==> src/rtl/output_fault_qualifier_defines.svh <==
// Assertion macros shared by the output fault qualifier RTL.
// Each macro expects clk and arst_n in the scope where it is used.
`ifndef OUTPUT_FAULT_QUALIFIER_DEFINES_SVH
`define OUTPUT_FAULT_QUALIFIER_DEFINES_SVH

// Same-cycle implication, checked out of reset
`define OFQ_ASSERT_IMPL(lbl, ante, cons) \
	lbl: assert property (@(posedge clk) disable iff (!arst_n) (ante) |-> (cons)) \
		else $error("ofq: same-cycle check failed");

// Next-cycle implication, checked out of reset
`define OFQ_ASSERT_NEXT(lbl, ante, cons) \
	lbl: assert property (@(posedge clk) disable iff (!arst_n) (ante) |=> (cons)) \
		else $error("ofq: next-cycle check failed");

`endif

==> src/rtl/ofq_pkg.sv <==
// Shared types and constants for the output fault qualifier.
// No dependencies; imported by ofq_classify and output_fault_qualifier.
`default_nettype none

package ofq_pkg;

	localparam int MV_W       = 14;
	localparam int KEY_W      = 8;
	localparam int LEVEL_W    = 4;
	localparam int IN_TDATA_W = 56;
	localparam int OUT_TDATA_W = 16;
	localparam int CFG_IDX_W  = 3;
	localparam int CFG_DATA_W = 14;

	// Fault kind codes
	typedef enum logic [1:0] {
		KIND_SHORT    = 2'd0,
		KIND_OPEN     = 2'd1,
		KIND_MISMATCH = 2'd2
	} fault_kind_t;

	// Configuration register indexes
	typedef enum logic [CFG_IDX_W-1:0] {
		REG_LED_TYPE     = 3'd0,
		REG_INPUT_OVP    = 3'd1,
		REG_SHORT_OUTPUT = 3'd2,
		REG_SHORT_FB     = 3'd3,
		REG_OPEN_FB      = 3'd4,
		REG_OPEN_OUTPUT  = 3'd5,
		REG_EXPECT_6V    = 3'd6,
		REG_KEY_RELEASE  = 3'd7
	} cfg_reg_t;

	// Reset values of the thresholds
	localparam logic [MV_W-1:0]  RST_LED_TYPE     = 14'd4500;
	localparam logic [MV_W-1:0]  RST_INPUT_OVP    = 14'd4400;
	localparam logic [MV_W-1:0]  RST_SHORT_OUTPUT = 14'd2100;
	localparam logic [MV_W-1:0]  RST_SHORT_FB     = 14'd4800;
	localparam logic [MV_W-1:0]  RST_OPEN_FB      = 14'd250;
	localparam logic [MV_W-1:0]  RST_OPEN_OUTPUT  = 14'd7500;
	localparam logic             RST_EXPECT_6V    = 1'b0;
	localparam logic [KEY_W-1:0] RST_KEY_RELEASE  = 8'd8;

	// One input word, unpacked
	typedef struct packed {
		logic [MV_W-1:0]  feedback_mv;
		logic [MV_W-1:0]  output_mv;
		logic [MV_W-1:0]  battery_mv;
		logic [KEY_W-1:0] key_timer;
		logic             current_present;
		logic             in_fault_mode;
		logic             light_off;
	} in_item_t;

	// Configuration register file
	typedef struct packed {
		logic [MV_W-1:0]  led_type_mv;
		logic [MV_W-1:0]  input_ovp_mv;
		logic [MV_W-1:0]  short_output_mv;
		logic [MV_W-1:0]  short_feedback_mv;
		logic [MV_W-1:0]  open_feedback_mv;
		logic [MV_W-1:0]  open_output_mv;
		logic             expect_six_volt_led;
		logic [KEY_W-1:0] key_release_time;
	} cfg_t;

	// Per-tick classification flags
	typedef struct packed {
		logic guard_ok;
		logic current;
		logic ovp;
		logic is_short;
		logic is_open;
		logic is_mismatch;
	} class_t;

endpackage

`default_nettype wire

==> src/rtl/ofq_classify.sv <==
// Threshold comparators: classifies one tick as short, open, mismatch or healthy.
// Depends on ofq_pkg.
`default_nettype none

module ofq_classify (
	input  ofq_pkg::in_item_t item,
	input  ofq_pkg::cfg_t     cfg,
	output ofq_pkg::class_t   cls
);
	import ofq_pkg::*;

	logic is_6v;
	logic short_hit;
	logic open_hit;

	// Key guard passes when the light is on and the timer is strictly past the release time
	assign cls.guard_ok = !item.light_off && (item.key_timer > cfg.key_release_time);
	assign cls.current  = item.current_present;
	assign cls.ovp      = item.battery_mv > cfg.input_ovp_mv;

	// Priority: short, then open, then LED type mismatch
	assign is_6v     = item.output_mv > cfg.led_type_mv;
	assign short_hit = (item.output_mv < cfg.short_output_mv) ||
	                   (item.feedback_mv > cfg.short_feedback_mv);
	assign open_hit  = (item.feedback_mv < cfg.open_feedback_mv) ||
	                   (item.output_mv > cfg.open_output_mv);

	assign cls.is_short    = short_hit;
	assign cls.is_open     = !short_hit && open_hit;
	assign cls.is_mismatch = !short_hit && !open_hit && (cfg.expect_six_volt_led != is_6v);

endmodule

`default_nettype wire

==> src/rtl/output_fault_qualifier.sv <==
// Output fault qualifier: one result word for every input word.
//
// Channels: s_* carries one sampled tick (flags, key timer, three voltages),
// m_* returns the qualified result (overvoltage, output fault, latched kind,
// fault-mode request, counter level). cfg_* writes one threshold register per
// cycle; the user must write only while the block is idle, and the block
// does not enforce it. Writes take effect on the next word. A word passes the
// input register, the comparators and leaky counter, then the output register.
// Throughput: one word per cycle while m_tready is high or the output is empty.
// The fault counter and latched kind update as a word moves into the output
// register, so consecutive words see each other's effect with no bubble.
// Stall: when m_tready is low and m_tvalid high, the output register holds, the input
// register fills, and s_tready drops until the output word is taken.
// Reset (arst_n low): both stages empty, counter 0, kind short, thresholds
// back to their default values.
// Depends on ofq_pkg, ofq_classify and output_fault_qualifier_defines.svh.
`default_nettype none
`include "output_fault_qualifier_defines.svh"

module output_fault_qualifier #(
	parameter int unsigned COUNT_LIMIT = 8
) (
	input  wire logic                             clk,
	input  wire logic                             arst_n,
	// s_tdata: light_off, in_fault_mode, current_present, key_timer[8],
	//          battery_mv[14], output_mv[14], feedback_mv[14], zero pad
	input  wire logic                             s_tvalid,
	output logic                                  s_tready,
	input  wire logic [ofq_pkg::IN_TDATA_W-1:0]   s_tdata,
	// m_tdata: overvoltage_fault, output_fault, output_fault_kind[2],
	//          request_fault_mode, counter_level[4], zero pad
	output logic                                  m_tvalid,
	input  wire logic                             m_tready,
	output logic [ofq_pkg::OUT_TDATA_W-1:0]       m_tdata,
	input  wire logic                             cfg_we,
	input  wire logic [ofq_pkg::CFG_IDX_W-1:0]    cfg_index,
	input  wire logic [ofq_pkg::CFG_DATA_W-1:0]   cfg_wdata
);
	import ofq_pkg::*;

	localparam logic [LEVEL_W-1:0] LIMIT    = LEVEL_W'(COUNT_LIMIT);
	localparam logic [LEVEL_W-1:0] LIMIT_P1 = LEVEL_W'(COUNT_LIMIT + 1);

	cfg_t              cfg_q;
	in_item_t          item_s1;
	logic              valid_s1;
	logic              valid_s2;
	logic              adv_s1;
	logic              adv_s2;
	class_t            cls;
	logic [LEVEL_W-1:0] counter_q;
	fault_kind_t       kind_q;
	logic [LEVEL_W-1:0] counter_nxt;
	fault_kind_t       kind_nxt;
	logic              ovp_nxt;
	logic              ofault_nxt;
	logic              ovp_s2;
	logic              ofault_s2;
	fault_kind_t       kind_s2;
	logic              req_s2;
	logic [LEVEL_W-1:0] level_s2;

	// Configuration register file
	always_ff @(posedge clk or negedge arst_n) begin
		if (!arst_n) begin
			cfg_q.led_type_mv         <= RST_LED_TYPE;
			cfg_q.input_ovp_mv        <= RST_INPUT_OVP;
			cfg_q.short_output_mv     <= RST_SHORT_OUTPUT;
			cfg_q.short_feedback_mv   <= RST_SHORT_FB;
			cfg_q.open_feedback_mv    <= RST_OPEN_FB;
			cfg_q.open_output_mv      <= RST_OPEN_OUTPUT;
			cfg_q.expect_six_volt_led <= RST_EXPECT_6V;
			cfg_q.key_release_time    <= RST_KEY_RELEASE;
		end else if (cfg_we) begin
			unique case (cfg_reg_t'(cfg_index))
				REG_LED_TYPE:     cfg_q.led_type_mv         <= cfg_wdata;
				REG_INPUT_OVP:    cfg_q.input_ovp_mv        <= cfg_wdata;
				REG_SHORT_OUTPUT: cfg_q.short_output_mv     <= cfg_wdata;
				REG_SHORT_FB:     cfg_q.short_feedback_mv   <= cfg_wdata;
				REG_OPEN_FB:      cfg_q.open_feedback_mv    <= cfg_wdata;
				REG_OPEN_OUTPUT:  cfg_q.open_output_mv      <= cfg_wdata;
				REG_EXPECT_6V:    cfg_q.expect_six_volt_led <= cfg_wdata[0];
				REG_KEY_RELEASE:  cfg_q.key_release_time    <= cfg_wdata[KEY_W-1:0];
				default:          ;
			endcase
		end
	end

	// Pipeline flow control
	assign adv_s2   = !valid_s2 || m_tready;
	assign adv_s1   = valid_s1 && adv_s2;
	assign s_tready = !valid_s1 || adv_s2;

	// Input register
	always_ff @(posedge clk or negedge arst_n) begin
		if (!arst_n) begin
			valid_s1 <= 1'b0;
		end else if (s_tready) begin
			valid_s1 <= s_tvalid;
		end
	end

	always_ff @(posedge clk) begin
		if (s_tvalid && s_tready) begin
			item_s1 <= in_item_t'(s_tdata[$bits(in_item_t)-1:0]);
		end
	end

	ofq_classify u_classify (
		.item (item_s1),
		.cfg  (cfg_q),
		.cls  (cls)
	);

	// Leaky counter and kind latch
	always_comb begin
		counter_nxt = counter_q;
		kind_nxt    = kind_q;
		if (!cls.guard_ok) begin
			counter_nxt = '0;
		end else if (cls.current) begin
			if (cls.is_short) begin
				counter_nxt = (counter_q < LIMIT) ? counter_q + LEVEL_W'(2) : LIMIT;
				kind_nxt    = KIND_SHORT;
			end else if (cls.is_open) begin
				counter_nxt = (counter_q < LIMIT) ? counter_q + LEVEL_W'(1) : LIMIT;
				kind_nxt    = KIND_OPEN;
			end else if (cls.is_mismatch) begin
				counter_nxt = (counter_q < LIMIT) ? counter_q + LEVEL_W'(1) : LIMIT;
				kind_nxt    = KIND_MISMATCH;
			end else if (counter_q != '0) begin
				counter_nxt = counter_q - LEVEL_W'(1);
			end
		end
	end

	assign ovp_nxt    = cls.guard_ok && cls.current && cls.ovp;
	assign ofault_nxt = cls.guard_ok && cls.current && (counter_nxt >= LIMIT);

	// Advance state as each word moves to the output register
	always_ff @(posedge clk or negedge arst_n) begin
		if (!arst_n) begin
			counter_q <= '0;
			kind_q    <= KIND_SHORT;
		end else if (adv_s1) begin
			counter_q <= counter_nxt;
			kind_q    <= kind_nxt;
		end
	end

	// Output register
	always_ff @(posedge clk or negedge arst_n) begin
		if (!arst_n) begin
			valid_s2 <= 1'b0;
		end else if (adv_s2) begin
			valid_s2 <= valid_s1;
		end
	end

	always_ff @(posedge clk) begin
		if (adv_s1) begin
			ovp_s2    <= ovp_nxt;
			ofault_s2 <= ofault_nxt;
			kind_s2   <= kind_nxt;
			req_s2    <= (ovp_nxt || ofault_nxt) && !item_s1.in_fault_mode;
			level_s2  <= counter_nxt;
		end
	end

	assign m_tvalid = valid_s2;
	assign m_tdata  = {7'b0, level_s2, req_s2, kind_s2, ofault_s2, ovp_s2};

	// Checks on counter and result consistency
	`OFQ_ASSERT_IMPL(a_counter_bound, 1'b1, counter_q <= LIMIT_P1)
	`OFQ_ASSERT_IMPL(a_fault_needs_limit, m_tvalid && ofault_s2, level_s2 >= LIMIT)
	`OFQ_ASSERT_IMPL(a_req_needs_fault, m_tvalid && req_s2, ovp_s2 || ofault_s2)
	`OFQ_ASSERT_NEXT(a_state_follows, adv_s1, counter_q == level_s2 && kind_q == kind_s2)

endmodule

`default_nettype wire
==> config.mk <==
export PLATFORM = sky130hd
export DESIGN_NAME = output_fault_qualifier
export DESIGN_NICKNAME = d
export VERILOG_FILES = /design/src/rtl/ofq_pkg.sv /design/src/rtl/ofq_classify.sv /design/src/rtl/output_fault_qualifier.sv
export VERILOG_INCLUDE_DIRS = /design/src /design/src/rtl
export SDC_FILE = /design/constraint.sdc
export NUM_CORES = 1
export LEC_CHECK = 0
export BUFFER_PORTS_ARGS = -buffer_cell sky130_fd_sc_hd__buf_2
export CORE_MARGIN = 2
export CORE_UTILIZATION = 35
export CTS_CLUSTER_DIAMETER = 60
export CTS_CLUSTER_SIZE = 40
export DETAILED_ROUTE_END_ITERATION = 12
export PLACE_DENSITY = 0.48
export SYNTH_ARGS = -nofsm -noshare
export SYNTH_HDL_FRONTEND = slang
export SYNTH_SLANG_ARGS = --single-unit
==> constraint.sdc <==
create_clock -name clk -period 6.1 [get_ports clk]
set_input_delay 0.61 -clock clk [delete_from_list [all_inputs] [get_ports clk]]
set_output_delay 0.61 -clock clk [all_outputs]
set_load 0.005 [all_outputs]
==> results.py <==
metrics = {
    "final_layout": {
        "syn_to_final_growth_pct": 15.9,
        "n_fill_cell": 2274,
        "finalNonFillerCells": 1173,
        "diodes": 0,
        "post_route_cells_drive_above_1_share": 0.242,
        "nNetsFinal": 1014,
        "fin_area_um2": 9750,
    },
    "detailed_routing": {
        "wl_per_cell_um": 15.5,
        "vias_per_cell": 4.83,
        "drt-initial-drc-count": 222,
        "drtPass1Iterations": 4,
        "drc": 0,
        "ant_nets": 0,
        "vias": 5660,
        "wirelength_um": 18200,
    },
    "power": {
        "p_sw_frac": 0.288,
        "clock_power_share": 0.330,
        "p_leak_nw": 4.33,
        "p_per_area_nw_per_um2": 323,
        "max-vdd-ir-drop_mv": 0.162,
        "comb_power_share": 0.218,
        "pwr-share-seq": 0.452,
        "p_int_mw": 2.25,
        "power.switching_mw": 0.908,
    },
    "worst_setup_path": {
        "crit_chain": "inv_1, ha_1, nand2_1, nor4_1, o31ai_1, a22o_1, o21a_1, o2111a_1, a311oi_1, a211oi_1",
        "cp_slowest_stage_delay_ns": 0.53,
        "cp-end-kind": "register",
        "timing.setup.critical_path_class": "register to register",
        "startpoint_type": "register",
        "crit_path_top_delay_cell": "dfstp_2",
        "worstPathRequired_ns": 6.26,
        "path_max_fanout": 9,
        "crit_arrival_ns": 3.37,
    },
    "floorplan": {
        "fp-row-count": 56,
        "die_w_um": 159,
        "core_area_um2": 23500,
        "die_area_um2": 25300,
        "start_util": 0.357,
        "io_pins": 96,
        "fp.dieH_um": 159,
    },
    "clock_tree": {
        "clock-sinks": 163,
        "cts_tree": "done",
        "cts_htree_levels": 4,
        "clkSlewWorstSetupHoldPaths_ns": 0.07,
        "cts_buffers": 17,
        "postCtsSetupRepairBufs": 0,
        "clkLatencyLatePin_ns": 0.43,
        "post_cts_resized": 0,
        "cts_buffer_depth": 2,
        "postCtsHoldBufs": 0,
        "cts_root_buf": "clkbuf_16",
    },
    "timing": {
        "finalSetupTns_ns": 0,
        "timing.fmax_mhz": 311,
        "finalHoldViolCount": 0,
        "drv_slew": 0,
        "fin_crit_ns": 3.22,
        "min_period_over_period": 0.527,
        "setup_violations": 0,
        "rsz0062_at_grt": "no",
        "layout_setup_ws_ns": 2.88,
        "worst_pin_slew_ns": 0.983,
        "skew_ns": 0.0150,
        "slew-limit-headroom": 0.345,
    },
    "yosys": {
        "synth-seq-area-share": 0.526,
        "ys_warn_count": 0,
        "syn_inst": 752,
        "syn_avg_cell_area_um2": 11.2,
        "ys_async_sr_fraction": 0.620,
        "synth.area.top_cells": "edfxtp_1 (22%), dfrtp_1 (21%), ha_1 (14%)",
        "ys_types": 59,
        "syn_area_um2": 8410,
        "synth-seq-cells": 163,
        "synth_top_cell_by_area": "edfxtp_1",
        "synth_top_area_frac": 0.221,
        "synth_top_flop_cell": "dfrtp_1",
        "synth-edff-count": 62,
    },
    "placement": {
        "post-place-ws_ns": 2.90,
        "placed_area_um2": 9190,
        "gp_congestion": 0.796,
        "dp.cells": 1141,
        "io_buffers": 85,
        "dp_hpwl_um": 13500,
    },
    "flow_run": {
        "max_cap_violations": 0,
    },
    "global_routing": {
        "antenna_found_initial": 0,
        "grt_pass1_vias": 5810,
        "grt_max_degree": 74,
        "grt_pass1_wl_um": 29700,
        "overflow": 0,
        "track_usage": 0.149,
    },
    "min_path": {
        "hold_path.class": "input pin to asynchronous set/reset pin",
    },
    "status": {
        "outcome": "completed",
    },
}
-- state kept, by name (all words and copies together), names as in the netlist --
| name | cells |
|---|---|
| req_s2 | 1 |
| m_tvalid | 1 |
| kind_q | 2 |
| ofault_s2 | 1 |
| item_s1 | 53 |
| kind_s2 | 2 |
| counter_q | 4 |
| level_s2 | 4 |
| cfg_q | 93 |
| ovp_s2 | 1 |
| valid_s1 | 1 |
-- through the flow --
stage | power, mW | util | hold WS, ns
floorplan | 1.93 | - | 0.314
global placement | 2.10 | 0.390 | 0.463
detailed placement | 2.14 | 0.390 | 0.481
CTS | 3.20 | 0.414 | 0.104
global route | 3.37 | 0.414 | 0.122
finish | 3.16 | 0.414 | 0.110
-- Yosys cell counts (9+ instances only) --
library cell / number
inv_1: 100
ha_1: 95
nand2_1: 83
dfrtp_1: 70
o21ai_0: 65
edfxtp_1: 62
mux2_2: 42
dfstp_2: 31
a21oi_1: 29
nor2_1: 21
nand4_1: 15
clkbuf_1: 14
a21o_1: 10
buf_4: 10
nand2b_1: 9
nor3_1: 9
-- cell type report --
| class | instances | area [um^2] | area share |
|---|---|---|---|
| Sequential cell | 163 | 4430 | 0.454 |
| Multi-Input combinational cell | 469 | 3520 | 0.361 |
| Timing Repair Buffer | 90 | 465 | 0.0477 |
| Clock buffer | 19 | 433 | 0.0444 |
| Tap cell | 319 | 399 | 0.0409 |
| Inverter | 100 | 375 | 0.0385 |
| Clock inverter | 13 | 136 | 0.0140 |
-- final timing paths --
kind	from	end	slack, ns	cells after the start
setup / recovery	cfg_q[49]$_DFFE_PN1P_	level_s2[2]$_DFFE_PP_	2.88	10
hold / removal	arst_n	cfg_q[25]$_DFFE_PN0P_	0.11	1
setup reg to reg	cfg_q[49]$_DFFE_PN1P_	level_s2[2]$_DFFE_PP_	2.88	10
hold reg to reg	cfg_q[39]$_DFFE_PN0P_	cfg_q[39]$_DFFE_PN0P_	0.51	1
max in group asynchronous	arst_n	cfg_q[78]$_DFFE_PN0P_	4.66	2
min in group clk	s_tdata[42]	item_s1[42]$_DFFE_PP_	0.35	1
-- critical path: cells and delay by family, from the launching register on --
family | cells | cell delay, ns
buffers and inverters | 1 | 0.04
and+or+nand+nor | 2 | 0.58
DFF | 1 | 0.53
adders and majority gates | 1 | 0.26
AOI/OAI and AO/OA | 6 | 1.54
-- cells by family after synthesis --
| family | after synthesis | synth area share |
|---|---|---|
| other | 1 | 0.000446 |
| AOI/OAI and AO/OA | 154 | 0.116 |
| muxes | 42 | 0.0562 |
| DFF | 163 | 0.526 |
| xor gates and xnor gates | 1 | 0.00193 |
| adders and majority gates | 95 | 0.141 |
| buffers and inverters | 126 | 0.0617 |
| and+or+nand+nor | 170 | 0.0961 |
-- layout by cell type (no fill, tap or decap), drive strengths merged, types with 29 or more instances in the layout --
master  Yosys  routed
mux2       42      42
ha         95      95
o21ai      71      71
edfxtp     62      62
dfrtp      70      70
inv       100     101
buf        12      90
dfstp      31      31
a21oi      29      29
nand2      83      83
-- power by group through the flow --
stage / clock (mW) / combinational (mW) / sequential (mW)
3_3_place_gp: 0 / 0.661 / 1.44
5_1_grt: 1.13 / 0.796 / 1.45
2_1_floorplan: 0 / 0.505 / 1.42
4_1_cts: 1.07 / 0.696 / 1.43
3_5_place_dp: 0 / 0.689 / 1.45
6_report: 1.04 / 0.689 / 1.43
-- per-layer routing --
metal / vias up / part of all wire / global-route usage
li1: 2804 / - / -
met3: 21 / 0.029 / 0.0292
met1: 2735 / 0.46 / 0.193
met5: - / 0 / 0
met4: 0 / 0.015 / 0.0550
met2: 100 / 0.49 / 0.250
(Power assumes the default switching activity.)
